<file path="src/rtl/lrjs_pkg.sv">
// Package: command, state and route codes and the cell control bundle.
package lrjs_pkg;

  // Command codes carried by an input beat
  localparam logic CMD_ADMIT    = 1'b0;
  localparam logic CMD_SCHEDULE = 1'b1;

  // Outgoing process states
  localparam logic [1:0] PST_READY    = 2'd0;
  localparam logic [1:0] PST_BLOCKED  = 2'd1;
  localparam logic [1:0] PST_FINISHED = 2'd2;
  localparam logic [1:0] PST_INVALID  = 2'd3;

  // Route codes reported in a result beat
  localparam logic [2:0] ROUTE_NONE     = 3'd0;
  localparam logic [2:0] ROUTE_READY    = 3'd1;
  localparam logic [2:0] ROUTE_BLOCKED  = 3'd2;
  localparam logic [2:0] ROUTE_FINISHED = 3'd3;
  localparam logic [2:0] ROUTE_BAD      = 3'd4;

  // Broadcast control from the sequencer to every cell
  typedef struct packed {
    logic write;  // load the tail cell from the write bus
    logic shift;  // close the gap behind the selected cell
    logic start;  // launch a scan wave at the head cell
  } cell_ctl_t;

endpackage

</file>
<file path="src/rtl/lrjs_in_if.sv">
// Interface: input channel carrying commands and process records.
interface lrjs_in_if;
  logic        valid;
  logic        ready;
  logic        command;
  logic        proc_present;
  logic [15:0] proc_id;
  logic [31:0] proc_remaining;
  logic [1:0]  proc_state;

  modport source (output valid, command, proc_present, proc_id, proc_remaining, proc_state,
                  input ready);
  modport sink   (input valid, command, proc_present, proc_id, proc_remaining, proc_state,
                  output ready);
endinterface

</file>
<file path="src/rtl/lrjs_out_if.sv">
// Interface: result channel carrying selection, routing and table status.
interface lrjs_out_if;
  logic        valid;
  logic        ready;
  logic        selected_valid;
  logic [15:0] selected_id;
  logic [31:0] selected_remaining;
  logic [2:0]  route;
  logic        overflow;
  logic [4:0]  ready_count;

  modport source (output valid, selected_valid, selected_id, selected_remaining, route,
                  overflow, ready_count, input ready);
  modport sink   (input valid, selected_valid, selected_id, selected_remaining, route,
                  overflow, ready_count, output ready);
endinterface

</file>
<file path="src/rtl/longest_remaining_job_select_unit.sv">
// Top level: longest-remaining-job selector built as a chain of table cells.
//
// Usage:
//   item   (sink)   : one beat per command. An admit appends a process to the
//                     ready table; a schedule routes an optional outgoing
//                     process by its state, appends it if ready, then removes
//                     and returns the entry with the greatest remaining time
//                     (earliest entry on a tie).
//   result (source) : exactly one beat per item: selection, route code,
//                     overflow flag and the table fill after the item.
//   Sequencing: an admit goes from idle straight to the done state, which
//   loads the result register and returns to idle to take the next item.
//   A schedule launches a search wave at the head cell that walks all
//   QUEUE_DEPTH cells one cell per cycle, captures the winner once the wave
//   has left the last cell, shifts the cells behind it forward, then loads
//   the result register in the done state and returns to idle to take the
//   next item; an empty table skips the shift step.
//   Reset (rst, synchronous) empties the table and drops any held result.
//   Stall: the result register holds its beat while result.ready is low; the
//   next item is still taken and worked, then waits for the held beat to drain.
module longest_remaining_job_select_unit #(
  parameter int QUEUE_DEPTH = 16,
  parameter int TIME_BITS   = 32
) (
  input  logic       clk,
  input  logic       rst,
  lrjs_in_if.sink    item,
  lrjs_out_if.source result
);

  localparam int IDX_W = (QUEUE_DEPTH > 1) ? $clog2(QUEUE_DEPTH) : 1;
  localparam int CNT_W = $clog2(QUEUE_DEPTH + 1);
  localparam logic [CNT_W-1:0] FULL = CNT_W'(QUEUE_DEPTH);
  localparam logic [CNT_W-1:0] ONE  = CNT_W'(1);

  typedef enum logic [2:0] {
    S_IDLE,
    S_LAUNCH,
    S_WAIT,
    S_SHIFT,
    S_DONE
  } state_t;

  state_t                 state;
  logic [CNT_W-1:0]       count;
  logic [IDX_W-1:0]       sel_idx;
  logic                   sel_valid;
  logic [15:0]            sel_id;
  logic [TIME_BITS-1:0]   sel_rem;
  logic [2:0]             route;
  logic                   ovf;

  lrjs_pkg::cell_ctl_t    ctl;
  logic                   accept;
  logic                   push_req;
  logic                   push_ok;
  logic [2:0]             route_next;
  logic [TIME_BITS-1:0]   wr_rem;
  logic [TIME_BITS+31:0]  rem_in_wide;
  logic [TIME_BITS+31:0]  rem_out_wide;
  logic [CNT_W+4:0]       count_wide;
  logic                   out_free;

  // Per-cell wiring; index QUEUE_DEPTH is the end of the search wave
  logic [15:0]            cell_id   [QUEUE_DEPTH];
  logic [TIME_BITS-1:0]   cell_rem  [QUEUE_DEPTH];
  logic [15:0]            nb_id     [QUEUE_DEPTH];
  logic [TIME_BITS-1:0]   nb_rem    [QUEUE_DEPTH];
  logic                   tok       [QUEUE_DEPTH+1];
  logic                   found     [QUEUE_DEPTH+1];
  logic [TIME_BITS-1:0]   best_rem  [QUEUE_DEPTH+1];
  logic [15:0]            best_id   [QUEUE_DEPTH+1];
  logic [IDX_W-1:0]       best_idx  [QUEUE_DEPTH+1];

  assign item.ready = (state == S_IDLE);
  assign accept     = item.valid && item.ready;
  assign out_free   = !result.valid || result.ready;

  // Fit the 32-bit time field to the stored width and back
  assign rem_in_wide  = {{TIME_BITS{1'b0}}, item.proc_remaining};
  assign wr_rem       = rem_in_wide[TIME_BITS-1:0];
  assign rem_out_wide = {32'd0, sel_rem};
  assign count_wide   = {5'd0, count};

  // An admit, or an outgoing ready process on a schedule, goes to the tail
  assign push_req = item.proc_present &&
                    ((item.command == lrjs_pkg::CMD_ADMIT) ||
                     (item.proc_state == lrjs_pkg::PST_READY));
  assign push_ok  = push_req && (count != FULL);

  always_comb begin
    route_next = lrjs_pkg::ROUTE_NONE;
    if ((item.command == lrjs_pkg::CMD_SCHEDULE) && item.proc_present) begin
      case (item.proc_state)
        lrjs_pkg::PST_READY:    route_next = lrjs_pkg::ROUTE_READY;
        lrjs_pkg::PST_BLOCKED:  route_next = lrjs_pkg::ROUTE_BLOCKED;
        lrjs_pkg::PST_FINISHED: route_next = lrjs_pkg::ROUTE_FINISHED;
        default:                route_next = lrjs_pkg::ROUTE_BAD;
      endcase
    end
  end

  always_comb begin
    ctl.write = accept && push_ok;
    ctl.start = (state == S_LAUNCH);
    ctl.shift = (state == S_SHIFT);
  end

  // Head of the search wave: empty candidate
  assign tok[0]      = ctl.start;
  assign found[0]    = 1'b0;
  assign best_rem[0] = '0;
  assign best_id[0]  = '0;
  assign best_idx[0] = '0;

  for (genvar i = 0; i < QUEUE_DEPTH; i++) begin : g_cell
    if (i == QUEUE_DEPTH - 1) begin : g_tail
      assign nb_id[i]  = cell_id[i];
      assign nb_rem[i] = cell_rem[i];
    end else begin : g_body
      assign nb_id[i]  = cell_id[i+1];
      assign nb_rem[i] = cell_rem[i+1];
    end

    lrjs_cell #(
      .QUEUE_DEPTH (QUEUE_DEPTH),
      .TIME_BITS   (TIME_BITS),
      .IDX         (i),
      .IDX_W       (IDX_W),
      .CNT_W       (CNT_W)
    ) u_cell (
      .clk          (clk),
      .rst          (rst),
      .ctl          (ctl),
      .count        (count),
      .sel_idx      (sel_idx),
      .wr_id        (item.proc_id),
      .wr_rem       (wr_rem),
      .nb_id        (nb_id[i]),
      .nb_rem       (nb_rem[i]),
      .own_id       (cell_id[i]),
      .own_rem      (cell_rem[i]),
      .tok_in       (tok[i]),
      .found_in     (found[i]),
      .best_rem_in  (best_rem[i]),
      .best_id_in   (best_id[i]),
      .best_idx_in  (best_idx[i]),
      .tok_out      (tok[i+1]),
      .found_out    (found[i+1]),
      .best_rem_out (best_rem[i+1]),
      .best_id_out  (best_id[i+1]),
      .best_idx_out (best_idx[i+1])
    );
  end

  // Sequencer: state, fill count and the result register
  always_ff @(posedge clk) begin
    if (rst) begin
      state        <= S_IDLE;
      count        <= '0;
      result.valid <= 1'b0;
    end else begin
      // Drop a drained beat; in S_DONE the reload below decides
      if (result.valid && result.ready && (state != S_DONE)) begin
        result.valid <= 1'b0;
      end
      case (state)
        S_IDLE: begin
          if (accept) begin
            route     <= route_next;
            ovf       <= push_req && !push_ok;
            sel_valid <= 1'b0;
            sel_id    <= '0;
            sel_rem   <= '0;
            if (push_ok) begin
              count <= count + ONE;
            end
            state <= (item.command == lrjs_pkg::CMD_SCHEDULE) ? S_LAUNCH : S_DONE;
          end
        end
        S_LAUNCH: begin
          state <= S_WAIT;
        end
        S_WAIT: begin
          // Wave has left the last cell: capture the winner
          if (tok[QUEUE_DEPTH]) begin
            sel_valid <= found[QUEUE_DEPTH];
            sel_id    <= found[QUEUE_DEPTH] ? best_id[QUEUE_DEPTH] : '0;
            sel_rem   <= found[QUEUE_DEPTH] ? best_rem[QUEUE_DEPTH] : '0;
            sel_idx   <= best_idx[QUEUE_DEPTH];
            state     <= found[QUEUE_DEPTH] ? S_SHIFT : S_DONE;
          end
        end
        S_SHIFT: begin
          count <= count - ONE;
          state <= S_DONE;
        end
        S_DONE: begin
          // Hold here while an earlier beat still waits at the output
          if (out_free) begin
            result.valid              <= 1'b1;
            result.selected_valid     <= sel_valid;
            result.selected_id        <= sel_id;
            result.selected_remaining <= rem_out_wide[31:0];
            result.route              <= route;
            result.overflow           <= ovf;
            result.ready_count        <= count_wide[4:0];
            state                     <= S_IDLE;
          end
        end
        default: begin
          state <= S_IDLE;
        end
      endcase
    end
  end

  // The table never holds more than its depth
  a_count_bound: assert property (@(posedge clk) disable iff (rst)
    count <= FULL)
    else $error("ready table fill count above depth");

  // A shift only follows a scan that found an entry in a non-empty table
  a_shift_found: assert property (@(posedge clk) disable iff (rst)
    (state == S_SHIFT) |-> (sel_valid && (count != '0)))
    else $error("compaction without a selected entry");

  // The search wave only reaches the end while the sequencer waits for it
  a_wave_end: assert property (@(posedge clk) disable iff (rst)
    tok[QUEUE_DEPTH] |-> (state == S_WAIT))
    else $error("search wave ended outside the wait state");

  // A new item is only taken when the table change of the last one is done
  a_accept_idle: assert property (@(posedge clk) disable iff (rst)
    accept |=> ((state == S_LAUNCH) || (state == S_DONE)))
    else $error("accepted item did not start a launch or finish");

endmodule

</file>
<file path="src/rtl/lrjs_cell.sv">
// Module: one table slot plus one stage of the max-search wave.
module lrjs_cell #(
  parameter int QUEUE_DEPTH = 16,
  parameter int TIME_BITS   = 32,
  parameter int IDX         = 0,
  parameter int IDX_W       = $clog2(QUEUE_DEPTH),
  parameter int CNT_W       = $clog2(QUEUE_DEPTH + 1)
) (
  input  logic                  clk,
  input  logic                  rst,
  input  lrjs_pkg::cell_ctl_t   ctl,
  input  logic [CNT_W-1:0]      count,
  input  logic [IDX_W-1:0]      sel_idx,
  input  logic [15:0]           wr_id,
  input  logic [TIME_BITS-1:0]  wr_rem,
  input  logic [15:0]           nb_id,
  input  logic [TIME_BITS-1:0]  nb_rem,
  output logic [15:0]           own_id,
  output logic [TIME_BITS-1:0]  own_rem,
  input  logic                  tok_in,
  input  logic                  found_in,
  input  logic [TIME_BITS-1:0]  best_rem_in,
  input  logic [15:0]           best_id_in,
  input  logic [IDX_W-1:0]      best_idx_in,
  output logic                  tok_out,
  output logic                  found_out,
  output logic [TIME_BITS-1:0]  best_rem_out,
  output logic [15:0]           best_id_out,
  output logic [IDX_W-1:0]      best_idx_out
);

  localparam logic [CNT_W-1:0] MY_CNT = CNT_W'(IDX);
  localparam logic [IDX_W-1:0] MY_IDX = IDX_W'(IDX);
  localparam bit               IS_LAST = (IDX == QUEUE_DEPTH - 1);

  logic occupied;
  logic take_own;

  assign occupied = (MY_CNT < count);
  // Earlier entries win ties: replace only on strictly greater
  assign take_own = occupied && (!found_in || (own_rem > best_rem_in));

  // Slot storage: tail write or gap-closing shift from the next cell
  always_ff @(posedge clk) begin
    if (ctl.write && (count == MY_CNT)) begin
      own_id  <= wr_id;
      own_rem <= wr_rem;
    end else if (ctl.shift && !IS_LAST && (MY_IDX >= sel_idx)) begin
      own_id  <= nb_id;
      own_rem <= nb_rem;
    end
  end

  // Search wave: advance one cell per cycle
  always_ff @(posedge clk) begin
    if (rst) begin
      tok_out <= 1'b0;
    end else begin
      tok_out <= tok_in;
    end
  end

  always_ff @(posedge clk) begin
    if (take_own) begin
      found_out    <= 1'b1;
      best_rem_out <= own_rem;
      best_id_out  <= own_id;
      best_idx_out <= MY_IDX;
    end else begin
      found_out    <= found_in;
      best_rem_out <= best_rem_in;
      best_id_out  <= best_id_in;
      best_idx_out <= best_idx_in;
    end
  end

endmodule
</file>
<file path="src/flat_wrapper.sv">
// flat-port wrapper written by rule: the top's interface ports become plain ports
module longest_remaining_job_select_unit_flat 
#(
  parameter int QUEUE_DEPTH = 16,
  parameter int TIME_BITS   = 32
)
  (clk, rst, item_valid, item_command, item_proc_present, item_proc_id, item_proc_remaining, item_proc_state, item_ready, result_valid, result_selected_valid, result_selected_id, result_selected_remaining, result_route, result_overflow, result_ready_count, result_ready);
  lrjs_in_if item_i ();
  lrjs_out_if result_i ();
  input  logic clk;
  input  logic rst;
  input wire logic [$bits(item_i.valid)-1:0] item_valid;
  input wire logic [$bits(item_i.command)-1:0] item_command;
  input wire logic [$bits(item_i.proc_present)-1:0] item_proc_present;
  input wire logic [$bits(item_i.proc_id)-1:0] item_proc_id;
  input wire logic [$bits(item_i.proc_remaining)-1:0] item_proc_remaining;
  input wire logic [$bits(item_i.proc_state)-1:0] item_proc_state;
  output wire logic [$bits(item_i.ready)-1:0] item_ready;
  output wire logic [$bits(result_i.valid)-1:0] result_valid;
  output wire logic [$bits(result_i.selected_valid)-1:0] result_selected_valid;
  output wire logic [$bits(result_i.selected_id)-1:0] result_selected_id;
  output wire logic [$bits(result_i.selected_remaining)-1:0] result_selected_remaining;
  output wire logic [$bits(result_i.route)-1:0] result_route;
  output wire logic [$bits(result_i.overflow)-1:0] result_overflow;
  output wire logic [$bits(result_i.ready_count)-1:0] result_ready_count;
  input wire logic [$bits(result_i.ready)-1:0] result_ready;
  assign item_i.valid = item_valid;
  assign item_i.command = item_command;
  assign item_i.proc_present = item_proc_present;
  assign item_i.proc_id = item_proc_id;
  assign item_i.proc_remaining = item_proc_remaining;
  assign item_i.proc_state = item_proc_state;
  assign item_ready = item_i.ready;
  assign result_valid = result_i.valid;
  assign result_selected_valid = result_i.selected_valid;
  assign result_selected_id = result_i.selected_id;
  assign result_selected_remaining = result_i.selected_remaining;
  assign result_route = result_i.route;
  assign result_overflow = result_i.overflow;
  assign result_ready_count = result_i.ready_count;
  assign result_i.ready = result_ready;
  longest_remaining_job_select_unit #(.QUEUE_DEPTH(QUEUE_DEPTH), .TIME_BITS(TIME_BITS)) u_core (.clk(clk), .rst(rst), .item(item_i), .result(result_i));
endmodule
</file>
<file path="config.mk">
export PLATFORM = sky130hd
export DESIGN_NAME = longest_remaining_job_select_unit_flat
export DESIGN_NICKNAME = d
export VERILOG_FILES = /design/src/rtl/lrjs_pkg.sv /design/src/rtl/lrjs_in_if.sv /design/src/rtl/lrjs_out_if.sv /design/src/rtl/longest_remaining_job_select_unit.sv /design/src/rtl/lrjs_cell.sv /design/src/flat_wrapper.sv
export SDC_FILE = /design/constraint.sdc
export NUM_CORES = 2
export LEC_CHECK = 0
export BUFFER_PORTS_ARGS = -buffer_cell sky130_fd_sc_hd__buf_2
export CORE_MARGIN = 2
export CORE_UTILIZATION = 40
export CTS_CLUSTER_SIZE = 12
export DETAILED_ROUTE_END_ITERATION = 10
export HOLD_SLACK_MARGIN = 0.1
export RECOVER_POWER = 100
export SYNTH_ARGS = -nofsm -noshare
export SYNTH_HDL_FRONTEND = slang
export SYNTH_SLANG_ARGS = --single-unit
</file>
<file path="constraint.sdc">
create_clock -name clk -period 9.4 [get_ports clk]
set_clock_uncertainty 0.1 [all_clocks]
set_input_delay 0 -clock clk [delete_from_list [all_inputs] [get_ports clk]]
set_output_delay 0 -clock clk [all_outputs]
set_load 0.05 [all_outputs]
</file>
Yosys cells after proc, flatten, opt, wreduce, memory -nomap -nowiden
Index checks and enable logic that the tools add are counted.
W data, S select, Z words.
- muxes and demuxes: 116
- eq/ne operators: 27
- shift-type cells: 0
- $add $sub $neg: 2
- $lt $le $gt $ge: 46
- bitwise gates (word level): 2
- multipliers: 0
- reductions and logical operators: 114
- divide/modulo/power cells: 0
- operators by type and width (operator ; number):
    $mux W32 ; 48
    $mux W16 ; 48
    $gt A32 B32 Y1 ; 15
    $pmux W32 S2 ; 1
    $logic_and A1 B1 Y1 ; 54
    $eq A5 B4 Y1 const B ; 8
    $lt A4 B5 Y1 const A ; 8
    $reduce_bool A2 Y1 ; 17
    $pmux W16 S2 ; 1
    $ge A4 B4 Y1 const A ; 7
    $eq A5 B3 Y1 const B ; 4
    $lt A3 B5 Y1 const A ; 4
    $logic_not A1 Y1 ; 17
    $logic_or A1 B1 Y1 ; 17
    $ge A3 B4 Y1 const A ; 4
    $mux W3 ; 5
    $pmux W3 S5 ; 1
    $reduce_and A3 Y1 ; 5
    $eq A5 B2 Y1 const B ; 2
    $lt A1 B5 Y1 const A ; 2
    $lt A2 B5 Y1 const A ; 2
    $mux W5 ; 2
    $pmux W5 S2 ; 1
    $pmux W3 S3 ; 1
    other kinds (21) ; 33
- ROM bits: 0
- logic and storage cells: 433
- input port bits: 56
- register bits: 1752
- RAM bits: 0
- output and inout port bits: 60
- memories kept: 0
- bits in latches: 0

Logic depth before layout (Yosys ltp)
- depth after elaboration: 7
- gate-level depth with buffers: 11

Cells and area by module
Synthesis repeated with hierarchy kept, for this count alone.
- cells, all modules: 5584
- area, all modules: 79822.8 sq um
- by module, submodules not included (module ; instances ; seq. area each (sq um) ; cells each ; area each (sq um)):
    lrjs_cell at u_core.g_cell[5].u_cell ; 1 ; 2522.4 ; 338 ; 4832.1
    lrjs_cell at u_core.g_cell[1].u_cell ; 1 ; 2522.4 ; 336 ; 4828.4
    lrjs_cell at u_core.g_cell[6].u_cell ; 1 ; 2522.4 ; 336 ; 4800.9
    lrjs_cell at u_core.g_cell[0].u_cell ; 1 ; 2522.4 ; 336 ; 4797.1
    lrjs_cell at u_core.g_cell[11].u_cell ; 1 ; 2522.4 ; 335 ; 4797.1
    lrjs_cell at u_core.g_cell[9].u_cell ; 1 ; 2522.4 ; 337 ; 4785.8
    lrjs_cell at u_core.g_cell[3].u_cell ; 1 ; 2522.4 ; 334 ; 4780.8
    lrjs_cell at u_core.g_cell[10].u_cell ; 1 ; 2522.4 ; 338 ; 4774.6
    lrjs_cell at u_core.g_cell[12].u_cell ; 1 ; 2522.4 ; 338 ; 4768.3
    lrjs_cell at u_core.g_cell[2].u_cell ; 1 ; 2522.4 ; 336 ; 4764.6
    lrjs_cell at u_core.g_cell[8].u_cell ; 1 ; 2522.4 ; 336 ; 4755.8
    lrjs_cell at u_core.g_cell[4].u_cell ; 1 ; 2522.4 ; 337 ; 4752.1
    lrjs_cell at u_core.g_cell[7].u_cell ; 1 ; 2522.4 ; 334 ; 4610.7
    lrjs_cell at u_core.g_cell[13].u_cell ; 1 ; 2522.4 ; 336 ; 4600.7
    +3 rows ; -- ; -- ; -- ; --

Worst setup path after synthesis
No wires, ideal clock.
- path type: register -> register
- start point: reg u_core.state[1]
- end point: reg u_core.g_cell[0].u_cell.own_id[0] (enable)
- setup time: 0.586 ns
- stages on the path, launching flop included: 6
- setup slack: 2.664 ns
- clock period less this slack: 6.736 ns
- arrival: 6.050 ns
- required time: 8.714 ns
- buffers on the path: 2
- path through: dfxtp_1 -> clkbuf_1 -> nand2_1 -> or3_1 -> buf_1 -> o41ai_1
- longest elaborated chain between the ends: 5
- RTL lines (element ; RTL line ; text):
    start: declaration ; longest_remaining_job_select_unit.sv:44 ; state_t state;
    start signal: assignment ; longest_remaining_job_select_unit.sv:178 ; state <= (item.command == lrjs_pkg::CMD_SCHEDULE) ? S_LAUNCH : S_DONE;
    start signal: assignment ; longest_remaining_job_select_unit.sv:191 ; state <= found[QUEUE_DEPTH] ? S_SHIFT : S_DONE;
    $logic_not A3 Y1 ; longest_remaining_job_select_unit.sv:75 ; assign item.ready = (state == S_IDLE);
    $logic_and A1 B1 Y1 ; longest_remaining_job_select_unit.sv:76 ; assign accept = item.valid && item.ready;
    $logic_and A1 B1 Y1 ; longest_remaining_job_select_unit.sv:104 ; ctl.write = accept && push_ok;
    $logic_and A1 B1 Y1 ; lrjs_cell.sv:45 ; if (ctl.write && (count == MY_CNT)) begin
    $reduce_bool A2 Y1 (no source line) * ; -- ;
    end signal: assignment ; lrjs_cell.sv:46 ; own_id <= wr_id;
    end signal: assignment ; lrjs_cell.sv:49 ; own_id <= nb_id;
    end: declaration ; lrjs_cell.sv:18 ; output logic [15:0] own_id,
Mark *: on every way between the ends. The rest lies on a longest branch, timed or not.
A chain may end at the register's enable or synchronous reset.

Final worst setup path
- start point: reg u_core.count[4]
- end point: reg u_core.g_cell[4].u_cell.own_rem[2] (enable)
- longest elaborated chain between the ends: 5
- RTL lines (element ; RTL line ; text):
    start: declaration ; longest_remaining_job_select_unit.sv:45 ; logic [CNT_W-1:0] count;
    start signal: assignment ; longest_remaining_job_select_unit.sv:176 ; count <= count + ONE;
    start signal: assignment ; longest_remaining_job_select_unit.sv:195 ; count <= count - ONE;
    $ne A5 B5 Y1 ; longest_remaining_job_select_unit.sv:89 ; assign push_ok = push_req && (count != FULL);
    $logic_and A1 B1 Y1 ; longest_remaining_job_select_unit.sv:89 ;
    $logic_and A1 B1 Y1 ; longest_remaining_job_select_unit.sv:104 ;
    $logic_and A1 B1 Y1 * ; lrjs_cell.sv:45 ;
    $reduce_bool A2 Y1 (no source line) * ; -- ;
    end signal: assignment ; lrjs_cell.sv:47 ; own_rem <= wr_rem;
    end signal: assignment ; lrjs_cell.sv:50 ; own_rem <= nb_rem;
    end: declaration ; lrjs_cell.sv:19 ; output logic [TIME_BITS-1:0] own_rem,
Marked as above.

==> impl.org <==
** Outcome
- The run finished, with violations left.
- The final reports fail on capacitance limit, slew limit.

** Timing
- At the pin with the least slew margin, the transition time is 4000 ps.
- Setup TNS Final :: 0 ps
- Final Cycle Share :: 72.3%
- Setup violations remaining at the end of the flow were counted as 0.
- Setup slack on the critical path of the routed design comes to 2600 ps.
- The hold violation total from the final report came to 0.
- Static timing analysis puts the maximum clock frequency at 0.147 GHz.
- After layout, the minimum clock period comes to 6800 ps.
- Setup repair after global routing left no endpoint under its margin.
- The number of pins with negative max-slew slack in the final report is 2127.
- In this run the tightest slew margin relative to its limit is -167%.

** Logic synthesis
- Area share of the largest cell type after synthesis :: 34.4%
- YS warnings :: 0
- After synthesis, the mean cell area works out to 13.2 um^2.
- Number of enable-type register cells in the synthesized netlist :: 883
- Sequential share of the synthesized area :: 56.7%
- Summed over all instances, the cell type with the most area after synthesis is edfxtp_1.
- Area contributors post-synth :: edfxtp_1 34%, dfxtp_1 22%, mux2_2 20%, ha_1 7.9%, inv_1 2.4%
- Counting every instance in the synthesized netlist gives 5833.
- Counting distinct cell types in the post-synthesis netlist gives 63.
- In the synthesized netlist the async set-or-reset flop fraction comes to 0%.
- Cell with the most instances after synthesis :: mux2_2
- Post-Synthesis Cell Area :: 77100 um^2
- Number of register bits inferred by synthesis :: 1741
- Top cell types by occurrence after synthesis :: 1352 x mux2_2, 883 x edfxtp_1, 858 x dfxtp_1
- Leading register cell type out of synthesis :: edfxtp_1
- When the netlist entered floorplanning its net count stood at 6377.

** Detailed routing
- First-pass iteration count of the detailed router :: 8
- The final route contains 45900 vias.
- For this block, the initial DRC count from the detailed router was 3203.
- After detailed routing, the average wire length per cell comes to 22.0 um.
- The routed design has 191000 um of wire.
- After detailed routing, the number of remaining DRC violations is 0.
- After detailed routing, the number of vias per cell comes to 5.29.
- ANT nets after route :: 0

** Setup path
- Slowest stage delay, CP :: 2790 ps
- The number of cells on the worst reg-to-reg path is 8.
- Critical path capture point type :: register
- The slowest stage of the critical path is the clkbuf_1 cell.
- At the worst endpoint, the arrival time is 6890 ps.
- Most Frequent Cell on Critical Path :: clkbuf_1
- Biggest fanout along the worst timing path :: 49
- The setup path with the least slack is of type register to register.
- For the worst setup path, the data required time is 9490 ps.
- Traced cell by cell, the critical path runs through clkbuf_1, nand4bb_1, nor4b_1, and3_1, nand2_2, clkbuf_1, o21ai_4, clkbuf_2.
- Critical path startpoint category :: register

** Power
- Net switching fraction of the power :: 24.5%
- Combinational cells account for 10.6% of the total power.
- Max rail drop VDD :: 0.206 mV
- Cell leakage power :: 32.3 nW
- The analysis attributes to net switching a power of 4.33 mW.
- Power Density :: 205 nW/um^2
- Per report_power, the clock group accounts for 38.9% of the total.
- Cell-internal power :: 13.4 mW
- In this run, flip-flops and latches consume 50.5% of the power.

** Layout
- The count of cells in the finished layout, fillers not included, comes to 8675.
- For this run, the post-layout net count is 6543.
- In the final layout, flip-flops and latches occupy 43700 um^2.
- Filler Cell Count :: 17100
- Ratio of cells with drive above 1 in the final layout :: 26.2%
- From synthesis to final layout, the design area changed by 12.3%.
- The finished cells cover 86600 um^2.
- The multi-input combinational cells in the finished layout cover a total of 30600 um^2.

** Job
- Reported max-cap violation count :: 54

** Place
- Inst Count DP :: 8250
- Before CTS, the worst setup slack after placement is 4620 ps.
- Summed over all nets, the half-perimeter wirelength after detailed placement is 128000 um.
- Number of port buffers :: 115
- The placed instances occupy a cell area of 80500 um^2.
- Final Wtd Congestion :: 0.865

** Clocking
- Clock tree from TritonCTS :: yes
- Counting every sink on the clock net gives 1741.
- Post-CTS setup buffer count :: 0
- Latest clock arrival within the worst-skew pair :: 830 ps
- Clock-pin slew was measured on the worst setup and hold paths at 60 ps.
- Total of cells resized after clock tree synthesis :: 0
- In this run, CTS created clock tree buffers numbering 179.
- No sink is reached through more buffers than the 3 on the longest clock path.
- Number of levels the H-tree was split into :: 4
- CTS root buf :: clkbuf_16

** Floorplanning
- Measured along the x axis, the die boundary spans 443 um.
- During I/O placement, the number of pins put on the boundary was 116.
- Standard-cell row count :: 161
- Initial Util :: 40.2%
- In this run the vertical extent of the chip is 443 um.
- The die covers 196000 um^2.
- Floorplan Core Area :: 192000 um^2

** GRT
- GRT Overall Usage :: 19.2%
- Wire length of the first global-routing pass :: 293000 um
- Grt ovf :: 0
- Number of antenna violations at the first check in global routing :: 13
- Entering global routing, the biggest net connects 100 pins.
- The via count of the first global-routing pass came to 46700.

** Hold path
- Worst min-delay path class :: input pin to register
- Worst hold path stage count :: 3
-- worst max-delay path: cells and delay by family, from the launching register on --
family,cells,cell delay (ps)
AND/OR/NAND/NOR,4,970
AO/OA/AOI/OAI,1,20
flip-flops,1,390
buffers and inverters,3,4580
-- power groups by stage --
stage                     clock (mW)  sequential [mW]  combinational, mW
final                           6.89             8.95               1.88
after global routing            7.33             9.01               2.12
after CTS                       7.04             8.94               1.90
after detailed placement           0             9.10               1.84
after global placement             0             9.10               1.79
after floorplan                    0             8.97               1.35
-- per-layer routing --
layer | GRT usage [%] | share of wire, % | vias up
li1 | - | - | 21700
met2 | 30.7 | 46 | 1007
met5 | 0 | 0.0089 | -
met4 | 6.26 | 3.0 | 2
met3 | 3.05 | 4.4 | 278
met1 | 26.6 | 47 | 22900
-- worst paths after layout --
path / start / endpoint / slack [ps]
setup / recovery: u_core.count[4]$_SDFFE_PP0P_ / u_core.g_cell[4].u_cell.own_rem[2]$_DFFE_PP_ / 2600
hold / removal: item_valid / u_core.route[2]$_SDFFCE_PN0P_ / 180
setup reg to reg: u_core.count[4]$_SDFFE_PP0P_ / u_core.g_cell[4].u_cell.own_rem[2]$_DFFE_PP_ / 2600
hold reg to reg: u_core.g_cell[10].u_cell.best_idx_out[1]$_SDFF_PP1_ / u_core.g_cell[11].u_cell.best_idx_out[1]$_SDFF_PP1_ / 300
-- logic make-up (layout without fill, tap and decap cells) --
logic type	count (synthesis)	in the layout	synth area share, %
and+or+nand+nor	845	845	6.22
xor gates and xnor gates	3	3	0.0341
muxes	1389	1389	20.3
other	0	3	0
DFF	1741	1741	56.7
AOI/OAI and AO/OA	587	587	4.90
adders and majority gates	488	488	7.92
buffers and inverters	780	1093	3.96
-- per-stage QoR --
stage	power, mW	util, %	hold slack, ps
after floorplan	10.3	-	-28.4
after global placement	10.9	41.9	225
after detailed placement	10.9	41.9	230
after CTS	17.9	45.4	102
after global routing	18.5	45.1	144
final	17.7	45.1	177
-- placed cells by master, fill, tap and decap left out, types with 55 or more instances in the layout --
master,synthesis,layout
nand3_1,85,84
mux2_1,37,105
clkbuf_16,0,181
nand4_1,107,107
dlygate4sd3_1,0,94
inv_1,496,496
a21oi_1,243,241
ha_1,488,488
and4_1,55,55
and2_0,0,73
nand2_1,213,205
edfxtp_1,883,883
dfxtp_1,858,858
clkbuf_1,168,220
mux2_2,1352,1284
-- flip-flops by register name, indices dropped and copies added, names as in the netlist, 3 cells and up --
name                               flops
u_core.count                           5
u_core.g_cell.u_cell.best_id_out     256
u_core.g_cell.u_cell.best_idx_out     49
u_core.g_cell.u_cell.best_rem_out    512
u_core.g_cell.u_cell.found_out        16
u_core.g_cell.u_cell.own_id          256
u_core.g_cell.u_cell.own_rem         512
u_core.g_cell.u_cell.tok_out          16
u_core.result.ready_count              5
u_core.result.route                    3
u_core.result.selected_id             16
u_core.result.selected_remaining      32
u_core.route                           3
u_core.sel_id                         16
u_core.sel_idx                         4
u_core.sel_rem                        32
u_core.state                           3
-- layout make-up --
cell class	count	area share, %
Inverter	496	2.15
Clock buffer	276	5.93
Multi-Input combinational cell	3312	35.3
Sequential cell	1741	50.5
Tap cell	2526	3.65
Timing Repair Buffer	269	1.94
Antenna cell	3	0.00867
Clock inverter	52	0.558
-- what timing repair did --
action                     in CTS  in global routing
setup endpoints to repair       0                  0
hold endpoints to repair      805                  0
hold buffers                   94                  0
No activity file was read; power rests on OpenSTA's default activity.
